`src/rtl/assert_macros.svh`:
```
// Assertion helpers shared by the RTL. Every check is clocked on the rising edge
// and switched off while reset is held.
`ifndef ASSERT_MACROS_SVH
`define ASSERT_MACROS_SVH

// The consequent must hold in the same cycle as the antecedent.
`define ASSERT_SAME(label, clk, rst_n, ante, cons) \
    label: assert property (@(posedge clk) disable iff (!(rst_n)) (ante) |-> (cons)) \
        else $error("same-cycle check failed");

// The consequent must hold in the cycle after the antecedent.
`define ASSERT_NEXT(label, clk, rst_n, ante, cons) \
    label: assert property (@(posedge clk) disable iff (!(rst_n)) (ante) |=> (cons)) \
        else $error("next-cycle check failed");

`endif

```
`src/rtl/bmh_pkg.sv`:
```
package bmh_pkg;

    localparam int DATA_W   = 32;
    localparam int COUNT_W  = 7;
    localparam int STATUS_W = 2;

    localparam logic OP_INSERT  = 1'b0;
    localparam logic OP_EXTRACT = 1'b1;

    localparam logic [STATUS_W-1:0] ST_OK    = 2'd0;
    localparam logic [STATUS_W-1:0] ST_EMPTY = 2'd1;
    localparam logic [STATUS_W-1:0] ST_FULL  = 2'd2;

    // Commands from the controller; each one marks the step the datapath is to do.
    typedef struct packed {
        logic accept;
        logic up_step;
        logic up_cmp;
        logic dn_last;
        logic dn_rdl;
        logic dn_rdr;
        logic dn_cmp;
        logic load_out;
    } t_cmd;

    // Conditions that the datapath reports back to the controller.
    typedef struct packed {
        logic in_op;
        logic full;
        logic empty;
        logic last_one;
        logic pos_zero;
        logic no_left;
        logic up_move;
        logic dn_move;
    } t_sts;

endpackage

```
`src/rtl/bmh_ctrl.sv`:
```
module bmh_ctrl (
    input  logic          i_clk,
    input  logic          i_rst_n,
    input  logic          i_in_valid,
    output logic          o_in_stall,
    output logic          o_out_valid,
    input  logic          i_out_stall,
    input  bmh_pkg::t_sts i_sts,
    output bmh_pkg::t_cmd o_cmd
);

    localparam logic [2:0] S_IDLE    = 3'd0;
    localparam logic [2:0] S_UP      = 3'd1;
    localparam logic [2:0] S_UP_CMP  = 3'd2;
    localparam logic [2:0] S_DN_LAST = 3'd3;
    localparam logic [2:0] S_DN_RDL  = 3'd4;
    localparam logic [2:0] S_DN_RDR  = 3'd5;
    localparam logic [2:0] S_DN_CMP  = 3'd6;
    localparam logic [2:0] S_DONE    = 3'd7;

    logic [2:0] r_state;
    logic [2:0] n_state;
    logic       r_out_valid;
    logic       n_out_valid;

    always_comb begin
        o_cmd   = '0;
        n_state = r_state;
        unique case (r_state)
            S_IDLE: begin
                o_cmd.accept = i_in_valid;
                if (i_in_valid) begin
                    if (i_sts.in_op == bmh_pkg::OP_INSERT) begin
                        n_state = i_sts.full ? S_DONE : S_UP;
                    end else begin
                        n_state = (i_sts.empty || i_sts.last_one) ? S_DONE : S_DN_LAST;
                    end
                end
            end
            S_UP: begin
                o_cmd.up_step = 1'b1;
                n_state = i_sts.pos_zero ? S_DONE : S_UP_CMP;
            end
            S_UP_CMP: begin
                o_cmd.up_cmp = 1'b1;
                n_state = i_sts.up_move ? S_UP : S_DONE;
            end
            S_DN_LAST: begin
                o_cmd.dn_last = 1'b1;
                n_state = S_DN_RDL;
            end
            S_DN_RDL: begin
                o_cmd.dn_rdl = 1'b1;
                n_state = i_sts.no_left ? S_DONE : S_DN_RDR;
            end
            S_DN_RDR: begin
                o_cmd.dn_rdr = 1'b1;
                n_state = S_DN_CMP;
            end
            S_DN_CMP: begin
                o_cmd.dn_cmp = 1'b1;
                n_state = i_sts.dn_move ? S_DN_RDL : S_DONE;
            end
            S_DONE: begin
                o_cmd.load_out = !r_out_valid || !i_out_stall;
                if (o_cmd.load_out) begin
                    n_state = S_IDLE;
                end
            end
            default: begin
                n_state = S_IDLE;
            end
        endcase
    end

    always_comb begin
        n_out_valid = r_out_valid;
        if (o_cmd.load_out) begin
            n_out_valid = 1'b1;
        end else if (!i_out_stall) begin
            n_out_valid = 1'b0;
        end
    end

    always_ff @(posedge i_clk) begin
        if (!i_rst_n) begin
            r_state     <= S_IDLE;
            r_out_valid <= 1'b0;
        end else begin
            r_state     <= n_state;
            r_out_valid <= n_out_valid;
        end
    end

    assign o_in_stall  = (r_state != S_IDLE);
    assign o_out_valid = r_out_valid;

endmodule

```
`src/rtl/bmh_dp.sv`:
```
module bmh_dp #(
    parameter int CAPACITY = 64
) (
    input  logic                                   i_clk,
    input  logic                                   i_rst_n,
    input  bmh_pkg::t_cmd                          i_cmd,
    output bmh_pkg::t_sts                          o_sts,
    input  logic                                   i_op,
    input  logic signed [bmh_pkg::DATA_W-1:0]      i_value,
    output logic signed [bmh_pkg::DATA_W-1:0]      o_extracted_value,
    output logic signed [bmh_pkg::DATA_W-1:0]      o_top_value,
    output logic        [bmh_pkg::COUNT_W-1:0]     o_element_count,
    output logic        [bmh_pkg::STATUS_W-1:0]    o_status
);

    localparam int AW = $clog2(CAPACITY);
    localparam int CW = $clog2(CAPACITY + 1);
    localparam int XW = AW + 2;

    logic signed [bmh_pkg::DATA_W-1:0] r_mem [CAPACITY];
    logic signed [bmh_pkg::DATA_W-1:0] r_rdata;

    logic        [CW-1:0]               r_count;
    logic        [AW-1:0]               r_pos;
    logic signed [bmh_pkg::DATA_W-1:0]  r_val;
    logic signed [bmh_pkg::DATA_W-1:0]  r_root;
    logic signed [bmh_pkg::DATA_W-1:0]  r_left;
    logic signed [bmh_pkg::DATA_W-1:0]  r_extr;
    logic        [bmh_pkg::STATUS_W-1:0] r_stat;

    logic signed [bmh_pkg::DATA_W-1:0]  r_o_extr;
    logic signed [bmh_pkg::DATA_W-1:0]  r_o_top;
    logic        [bmh_pkg::COUNT_W-1:0] r_o_count;
    logic        [bmh_pkg::STATUS_W-1:0] r_o_stat;

    logic                               w_we;
    logic        [AW-1:0]               w_wa;
    logic signed [bmh_pkg::DATA_W-1:0]  w_wd;
    logic                               w_re;
    logic        [AW-1:0]               w_ra;

    logic [AW-1:0] w_parent;
    logic [XW-1:0] w_left_idx;
    logic [XW-1:0] w_right_idx;
    logic [CW-1:0] w_count_dec;
    logic [CW-1:0] w_count_inc;
    logic          w_right_ok;
    logic          w_left_win;
    logic          w_right_win;

    assign w_parent    = (r_pos - AW'(1)) >> 1;
    assign w_left_idx  = {1'b0, r_pos, 1'b1};
    assign w_right_idx = w_left_idx + XW'(1);
    assign w_count_dec = r_count - CW'(1);
    assign w_count_inc = r_count + CW'(1);
    assign w_right_ok  = (w_right_idx < XW'(r_count));
    assign w_left_win  = (r_left > r_val);
    assign w_right_win = w_right_ok && (r_rdata > (w_left_win ? r_left : r_val));

    assign o_sts.in_op    = i_op;
    assign o_sts.full     = (r_count == CW'(CAPACITY));
    assign o_sts.empty    = (r_count == '0);
    assign o_sts.last_one = (r_count == CW'(1));
    assign o_sts.pos_zero = (r_pos == '0);
    assign o_sts.no_left  = (w_left_idx >= XW'(r_count));
    assign o_sts.up_move  = (r_rdata < r_val);
    assign o_sts.dn_move  = w_left_win || w_right_win;

    // Memory port control: the moving value rides in r_val while the hole walks.
    always_comb begin
        w_we = 1'b0;
        w_wa = r_pos;
        w_wd = r_val;
        w_re = 1'b0;
        w_ra = w_parent;
        if (i_cmd.accept) begin
            w_re = (i_op == bmh_pkg::OP_EXTRACT) && !o_sts.empty && !o_sts.last_one;
            w_ra = w_count_dec[AW-1:0];
        end
        if (i_cmd.up_step) begin
            w_we = o_sts.pos_zero;
            w_re = !o_sts.pos_zero;
            w_ra = w_parent;
        end
        if (i_cmd.up_cmp) begin
            w_we = 1'b1;
            w_wd = o_sts.up_move ? r_rdata : r_val;
        end
        if (i_cmd.dn_rdl) begin
            w_we = o_sts.no_left;
            w_re = !o_sts.no_left;
            w_ra = w_left_idx[AW-1:0];
        end
        if (i_cmd.dn_rdr) begin
            w_re = w_right_ok;
            w_ra = w_right_idx[AW-1:0];
        end
        if (i_cmd.dn_cmp) begin
            w_we = 1'b1;
            if (w_right_win) begin
                w_wd = r_rdata;
            end else if (w_left_win) begin
                w_wd = r_left;
            end else begin
                w_wd = r_val;
            end
        end
    end

    always_ff @(posedge i_clk) begin
        if (w_we) begin
            r_mem[w_wa] <= w_wd;
        end
        if (w_re) begin
            r_rdata <= r_mem[w_ra];
        end
    end

    always_ff @(posedge i_clk) begin
        if (!i_rst_n) begin
            r_count <= '0;
        end else if (i_cmd.accept) begin
            if (i_op == bmh_pkg::OP_INSERT) begin
                if (!o_sts.full) begin
                    r_count <= w_count_inc;
                end
            end else if (!o_sts.empty) begin
                r_count <= w_count_dec;
            end
        end
    end

    always_ff @(posedge i_clk) begin
        if (w_we && (w_wa == '0)) begin
            r_root <= w_wd;
        end
        if (i_cmd.accept) begin
            r_val  <= i_value;
            r_pos  <= r_count[AW-1:0];
            if (i_op == bmh_pkg::OP_INSERT) begin
                r_extr <= '0;
                r_stat <= o_sts.full ? bmh_pkg::ST_FULL : bmh_pkg::ST_OK;
            end else if (o_sts.empty) begin
                r_extr <= '0;
                r_stat <= bmh_pkg::ST_EMPTY;
            end else begin
                r_extr <= r_root;
                r_stat <= bmh_pkg::ST_OK;
            end
        end
        if (i_cmd.up_cmp && o_sts.up_move) begin
            r_pos <= w_parent;
        end
        if (i_cmd.dn_last) begin
            r_val <= r_rdata;
            r_pos <= '0;
        end
        if (i_cmd.dn_rdr) begin
            r_left <= r_rdata;
        end
        if (i_cmd.dn_cmp) begin
            if (w_right_win) begin
                r_pos <= w_right_idx[AW-1:0];
            end else if (w_left_win) begin
                r_pos <= w_left_idx[AW-1:0];
            end
        end
        if (i_cmd.load_out) begin
            r_o_extr  <= r_extr;
            r_o_top   <= o_sts.empty ? '0 : r_root;
            r_o_count <= bmh_pkg::COUNT_W'(r_count);
            r_o_stat  <= r_stat;
        end
    end

    assign o_extracted_value = r_o_extr;
    assign o_top_value       = r_o_top;
    assign o_element_count   = r_o_count;
    assign o_status          = r_o_stat;

endmodule

```
`src/rtl/binary_max_heap_priority_queue_top.sv`:
```
// A dropped insert, or an extract from a heap of at most one item, goes straight from
// acceptance to its registered result; any other item first walks the heap.
// Throughput: one item at a time; the input stalls until the item's result is registered.
// A new item is taken the cycle after the previous result is registered, even if it waits.
// Reset (synchronous, active low) empties the heap by clearing the count and idles the output;
// the store itself is not cleared and needs no clearing pass.
`include "assert_macros.svh"

module binary_max_heap_priority_queue_top #(
    parameter int CAPACITY = 64
) (
    input  logic                                i_clk,
    input  logic                                i_rst_n,
    // Input channel: an item is taken when i_in_valid is high and o_in_stall is low.
    input  logic                                i_in_valid,
    output logic                                o_in_stall,
    input  logic                                i_op,
    input  logic signed [bmh_pkg::DATA_W-1:0]   i_value,
    // Result channel: an item is delivered when o_out_valid is high and i_out_stall is low.
    output logic                                o_out_valid,
    input  logic                                i_out_stall,
    output logic signed [bmh_pkg::DATA_W-1:0]   o_extracted_value,
    output logic signed [bmh_pkg::DATA_W-1:0]   o_top_value,
    output logic        [bmh_pkg::COUNT_W-1:0]  o_element_count,
    output logic        [bmh_pkg::STATUS_W-1:0] o_status
);

    // The controller steps through the sift sequences; the datapath owns the store,
    // the element count, the root copy and the result register.
    bmh_pkg::t_cmd w_cmd;
    bmh_pkg::t_sts w_sts;

    bmh_ctrl u_ctrl (
        .i_clk       (i_clk),
        .i_rst_n     (i_rst_n),
        .i_in_valid  (i_in_valid),
        .o_in_stall  (o_in_stall),
        .o_out_valid (o_out_valid),
        .i_out_stall (i_out_stall),
        .i_sts       (w_sts),
        .o_cmd       (w_cmd)
    );

    // An insert moves the hole upward, one parent read and one compare per level.
    // An extract refills the root from the last slot and moves the hole downward,
    // reading the left and then the right child before each compare.
    bmh_dp #(
        .CAPACITY (CAPACITY)
    ) u_dp (
        .i_clk             (i_clk),
        .i_rst_n           (i_rst_n),
        .i_cmd             (w_cmd),
        .o_sts             (w_sts),
        .i_op              (i_op),
        .i_value           (i_value),
        .o_extracted_value (o_extracted_value),
        .o_top_value       (o_top_value),
        .o_element_count   (o_element_count),
        .o_status          (o_status)
    );

    // An accepted item keeps the block busy in the following cycle.
    `ASSERT_NEXT(a_busy_after_accept, i_clk, i_rst_n, i_in_valid && !o_in_stall, o_in_stall)
    // A failed extract reports an empty heap with zeroed values.
    `ASSERT_SAME(a_empty_result, i_clk, i_rst_n, o_out_valid && (o_status == bmh_pkg::ST_EMPTY), (o_extracted_value == '0) && (o_top_value == '0) && (o_element_count == '0))
    // A dropped insert never reports an extracted value.
    `ASSERT_SAME(a_full_result, i_clk, i_rst_n, o_out_valid && (o_status == bmh_pkg::ST_FULL), o_extracted_value == '0)

endmodule
```
`config.mk`:
```
export PLATFORM = sky130hd
export DESIGN_NAME = binary_max_heap_priority_queue_top
export DESIGN_NICKNAME = d
export VERILOG_FILES = /design/src/rtl/bmh_pkg.sv /design/src/rtl/bmh_ctrl.sv /design/src/rtl/bmh_dp.sv /design/src/rtl/binary_max_heap_priority_queue_top.sv
export VERILOG_INCLUDE_DIRS = /design/src /design/src/rtl
export SDC_FILE = /design/constraint.sdc
export NUM_CORES = 2
export LEC_CHECK = 0
export ABC_CLOCK_PERIOD_IN_PS = 7800
export BUFFER_PORTS_ARGS = -buffer_cell sky130_fd_sc_hd__buf_2
export CORE_UTILIZATION = 25
export CTS_CLUSTER_SIZE = 12
export DETAILED_ROUTE_END_ITERATION = 8
export GPL_ROUTABILITY_DRIVEN = 0
export HOLD_SLACK_MARGIN = 0.1
export MAX_ROUTING_LAYER = met4
export PLACE_DENSITY = 0.37
export REMOVE_ABC_BUFFERS = 1
export SLEW_MARGIN = 20
export SYNTH_ARGS = -nofsm -noshare
export SYNTH_HDL_FRONTEND = slang
export SYNTH_HIERARCHICAL = 1
export SYNTH_SLANG_ARGS = --single-unit
```
`constraint.sdc`:
```
create_clock -name i_clk -period 7.8 [get_ports i_clk]
set_input_delay 1.56 -clock i_clk [delete_from_list [all_inputs] [get_ports i_clk]]
set_output_delay 1.56 -clock i_clk [all_outputs]
set_load 0.02 [all_outputs]
```
==> impl_results.md <==
* Outcome: complete, no violations
* DRT Wirelength at 319500 um
* Drt first pass iters at 5
* Clk slew on worst S/H paths at 0.06 ns
* DR WL/cell at 32.47 um
* Layout area overhead at 18.49%
* Hold Crit Class: register to register
* WL met2 at 148900 um
* Initial DRC Count at 4572
* Setup bufs post-CTS at 0
* Setup violations, final at 0
* Clock sinks at 2300
* #FFs+latches synth at 2300
* First-pass GRT wire length at 431300 um
* Final Cycle Share at 0.9321
* CTS resizes at 0
* Worst VDD drop at 449.2 uV
* Longest Clk Path Bufs at 4
* Cell taking the most area after synthesis: edfxtp_1
* Crit-path slowest cell: or4b_2
* Top post-synthesis cells by area: edfxtp_1, mux4_2, mux2i_1
* Starting density of the core at 0.2519
* Port Buffers at 111
* Largest net degree at the start of global routing at 80
* Number of synthesized flops with an enable pin at 2283
* Cts bufs inserted at 272
* Hpwl dp at 174300 um
* Fin. max-slew vios at 0
* Die area at 368200 um2
* Antenna violations before repair at 20
* Critical path peak fanout at 23
* Worst Slack Setup Final at 0.5295 ns
* IO Count at 112
* Final Hold Vio Count at 0
* Via density at 4.786
* WS Path Type: register to register
* Cell family with most CP delay: simple AND/OR/NAND/NOR gates
* Root buf cell: clkbuf_16
* Routed Antenna Nets at 0
* Worst-Skew Late Latency at 0.89 ns
* Hold_buf cts at 0
* Seq/Total Area, Yosys at 0.7534
* Rel. slew slack at 0.2160
* GRT Overall Usage at 0.1764
* Die H at 606.8 um
* Critical Path End Type: register
* Critical path arrival at 7.96 ns
* Mapped Cells at 4465
* RSZ-0062 raised after global routing: false
* Leakage at 0.03467 uW
* Slew @ Worst Pin at 1.176 ns
* Mapped Area at 91440 um2
* FFs w/ async S/R, synth at 0
* Clock skew at 0.05208 ns
* Cells along the critical path: inv_1 > ha_1 > nand4_1 > nor4_1 > nand2_1 > or4b_2 > o21a_1 > nand2_2 > buf_12 > mux2i_1 > ha_1 > a21o_1 > nand3_1 > a21oi_1 > a211oi_1 > o221ai_1 > or3b_2 > nand3_2 > buf_4 > mux2_2 > a21oi_4 > buf_4
* WP data required at 8.49 ns
* PD cells at 511.6 nW/um2
* FP Rows at 221
* CTS tree: built
* Die W at 606.8 um
* H-tree levels at 5
* Most common flop cell mapped by yosys: edfxtp_1
* # nets final at 4980
* WL met3 at 13690 um
* Syn_area_per_cell at 20.48 um2
* Grt ovf at 0
* Core Box Area at 363100 um2
* Max-cap viol count at 0
* Top cell type's share of synthesized area at 0.7497
* Buf+Inv Stages, Crit Path at 4
* Fmax at 137.5 MHz
* Hold_ws at 0.4122 ns
* Top sig layer: met4
* Ys Warns at 6
* Startpoint types: register
* Synth unique cells at 76
* Largest stage delay on the critical path at 0.69 ns
* Post-layout min period at 7.270 ns
* Fraction of layout cells with a size suffix above 1 at 0.2815
* Via count at 47095
* Number of global-route vias before repair at 48248
* WL met1 at 151700 um
* Post-Place Setup Slack at 0.7135 ns
* DR DRC count at 0
through the flow:
step | total power (uW) | util | cells | cell area, um2 | TNS [ns]
floorplan | 28410 | - | 4219 | 90390 | -2716.20
global route | 57940 | 0.2984 | 9832 | 108300 | 0
CTS | 56490 | 0.2984 | 9831 | 108300 | 0
detailed placement | 44160 | 0.2753 | 9351 | 99970 | 0
finish | 55430 | 0.2984 | 9840 | 108400 | 0
global placement | 44140 | 0.2753 | 9351 | 99960 | 0
worst register-to-register path, cell delays in order, from the launching register on:
cell and delay (ns):
edfxtp_1 0.39, inv_1 0.08, ha_1 0.32, nand4_1 0.17
nor4_1 0.34, nand2_1 0.19, or4b_2 0.69, o21a_1 0.17
nand2_2 0.36, buf_12 0.28, mux2i_1 0.33, ha_1 0.29
a21o_1 0.16, nand3_1 0.08, a21oi_1 0.09, a211oi_1 0.42
o221ai_1 0.23, or3b_2 0.54, nand3_2 0.11, buf_4 0.36
mux2_2 0.43, a21oi_4 0.64, buf_4 0.39
synth_stat cells, drive strengths merged, types with 8 or more instances:
cell type / count
edfxtp: 2283
mux4: 512
mux2i: 169
buf: 127
nand2: 125
clkbuf: 118
ha: 112
nor3: 109
inv: 89
a22oi: 85
a21oi: 81
nor2: 76
mux2: 64
a22o: 63
nand3: 62
and3: 55
a211oi: 41
and2: 41
o21ai: 35
nand4: 31
a31oi: 27
a21o: 17
dfxtp: 17
nand2b: 8
or3: 8
layout by cell type (no fill, tap or decap), drive strengths merged, types with 81 or more instances in the layout:
| cell | count |
|---|---|
| clkinv | 111 |
| nand2 | 125 |
| a21oi | 81 |
| mux2i | 169 |
| buf | 338 |
| clkbuf | 341 |
| inv | 103 |
| ha | 112 |
| mux4 | 512 |
| nor3 | 109 |
| a22oi | 85 |
| edfxtp | 2283 |
layout make-up:
cell class,count,area [um2]
tap,4794,5998
multi-input combinational,1828,22060
fill,35350,254700
antenna,9,22.52
sequential,2300,68900
clock inverter,139,1149
inverter,91,341.6
clock buffer,341,7214
timing repair buffer,338,2673
path summary, 6_finish.rpt:
kind	start	endpoint	slack, ns	depth (start not counted)
worst max-delay path	u_dp/r_val[27]	u_dp/r_mem[37][7]	0.53	22
worst min-delay path	u_dp/r_extr[12]	u_dp/o_extracted_value[12]	0.41	0
worst max register to register	u_dp/r_val[27]	u_dp/r_mem[37][7]	0.53	22
worst min register to register	u_dp/r_extr[12]	u_dp/o_extracted_value[12]	0.41	0
routing by layer:
metal / vias to the layer above / global-route usage
met1: 26141 / 0.2507
met4: 0 / 0.03118
met2: 1247 / 0.2732
met3: 336 / 0.02175
met5: - / -
li1: 19371 / -
report_power, final:
part           internal, uW  total [uW]  switching (uW)  leakage [uW]
registers             16700       17200             512        0.0207
clock network          7010       12200            5180       0.00408
logic                  9860       26000           16100       0.00986
total                 33600       55400           21800        0.0347
sequential cells by signal, indices dropped and copies added (netlist names), 7 cells and up:
register / count
u_dp/r_extr: 32
u_dp/r_val: 32
u_dp/o_element_count: 7
u_dp/r_rdata: 32
u_dp/o_top_value: 32
u_dp/r_left: 32
u_dp/r_root: 32
u_dp/o_extracted_value: 32
u_dp/r_count: 7
u_dp/r_mem: 2048
cells by family after synthesis:
logic type	Yosys count	share of synthesized area
fa+ha+maj	112	0.01532
simple gates	557	0.03090
buf+inv	337	0.01523
xor+xnor	10	0.0009577
flops	2300	0.7534
compound gates	404	0.03169
mux	745	0.1525
Note: power is estimated with default switching activity, not from simulation.
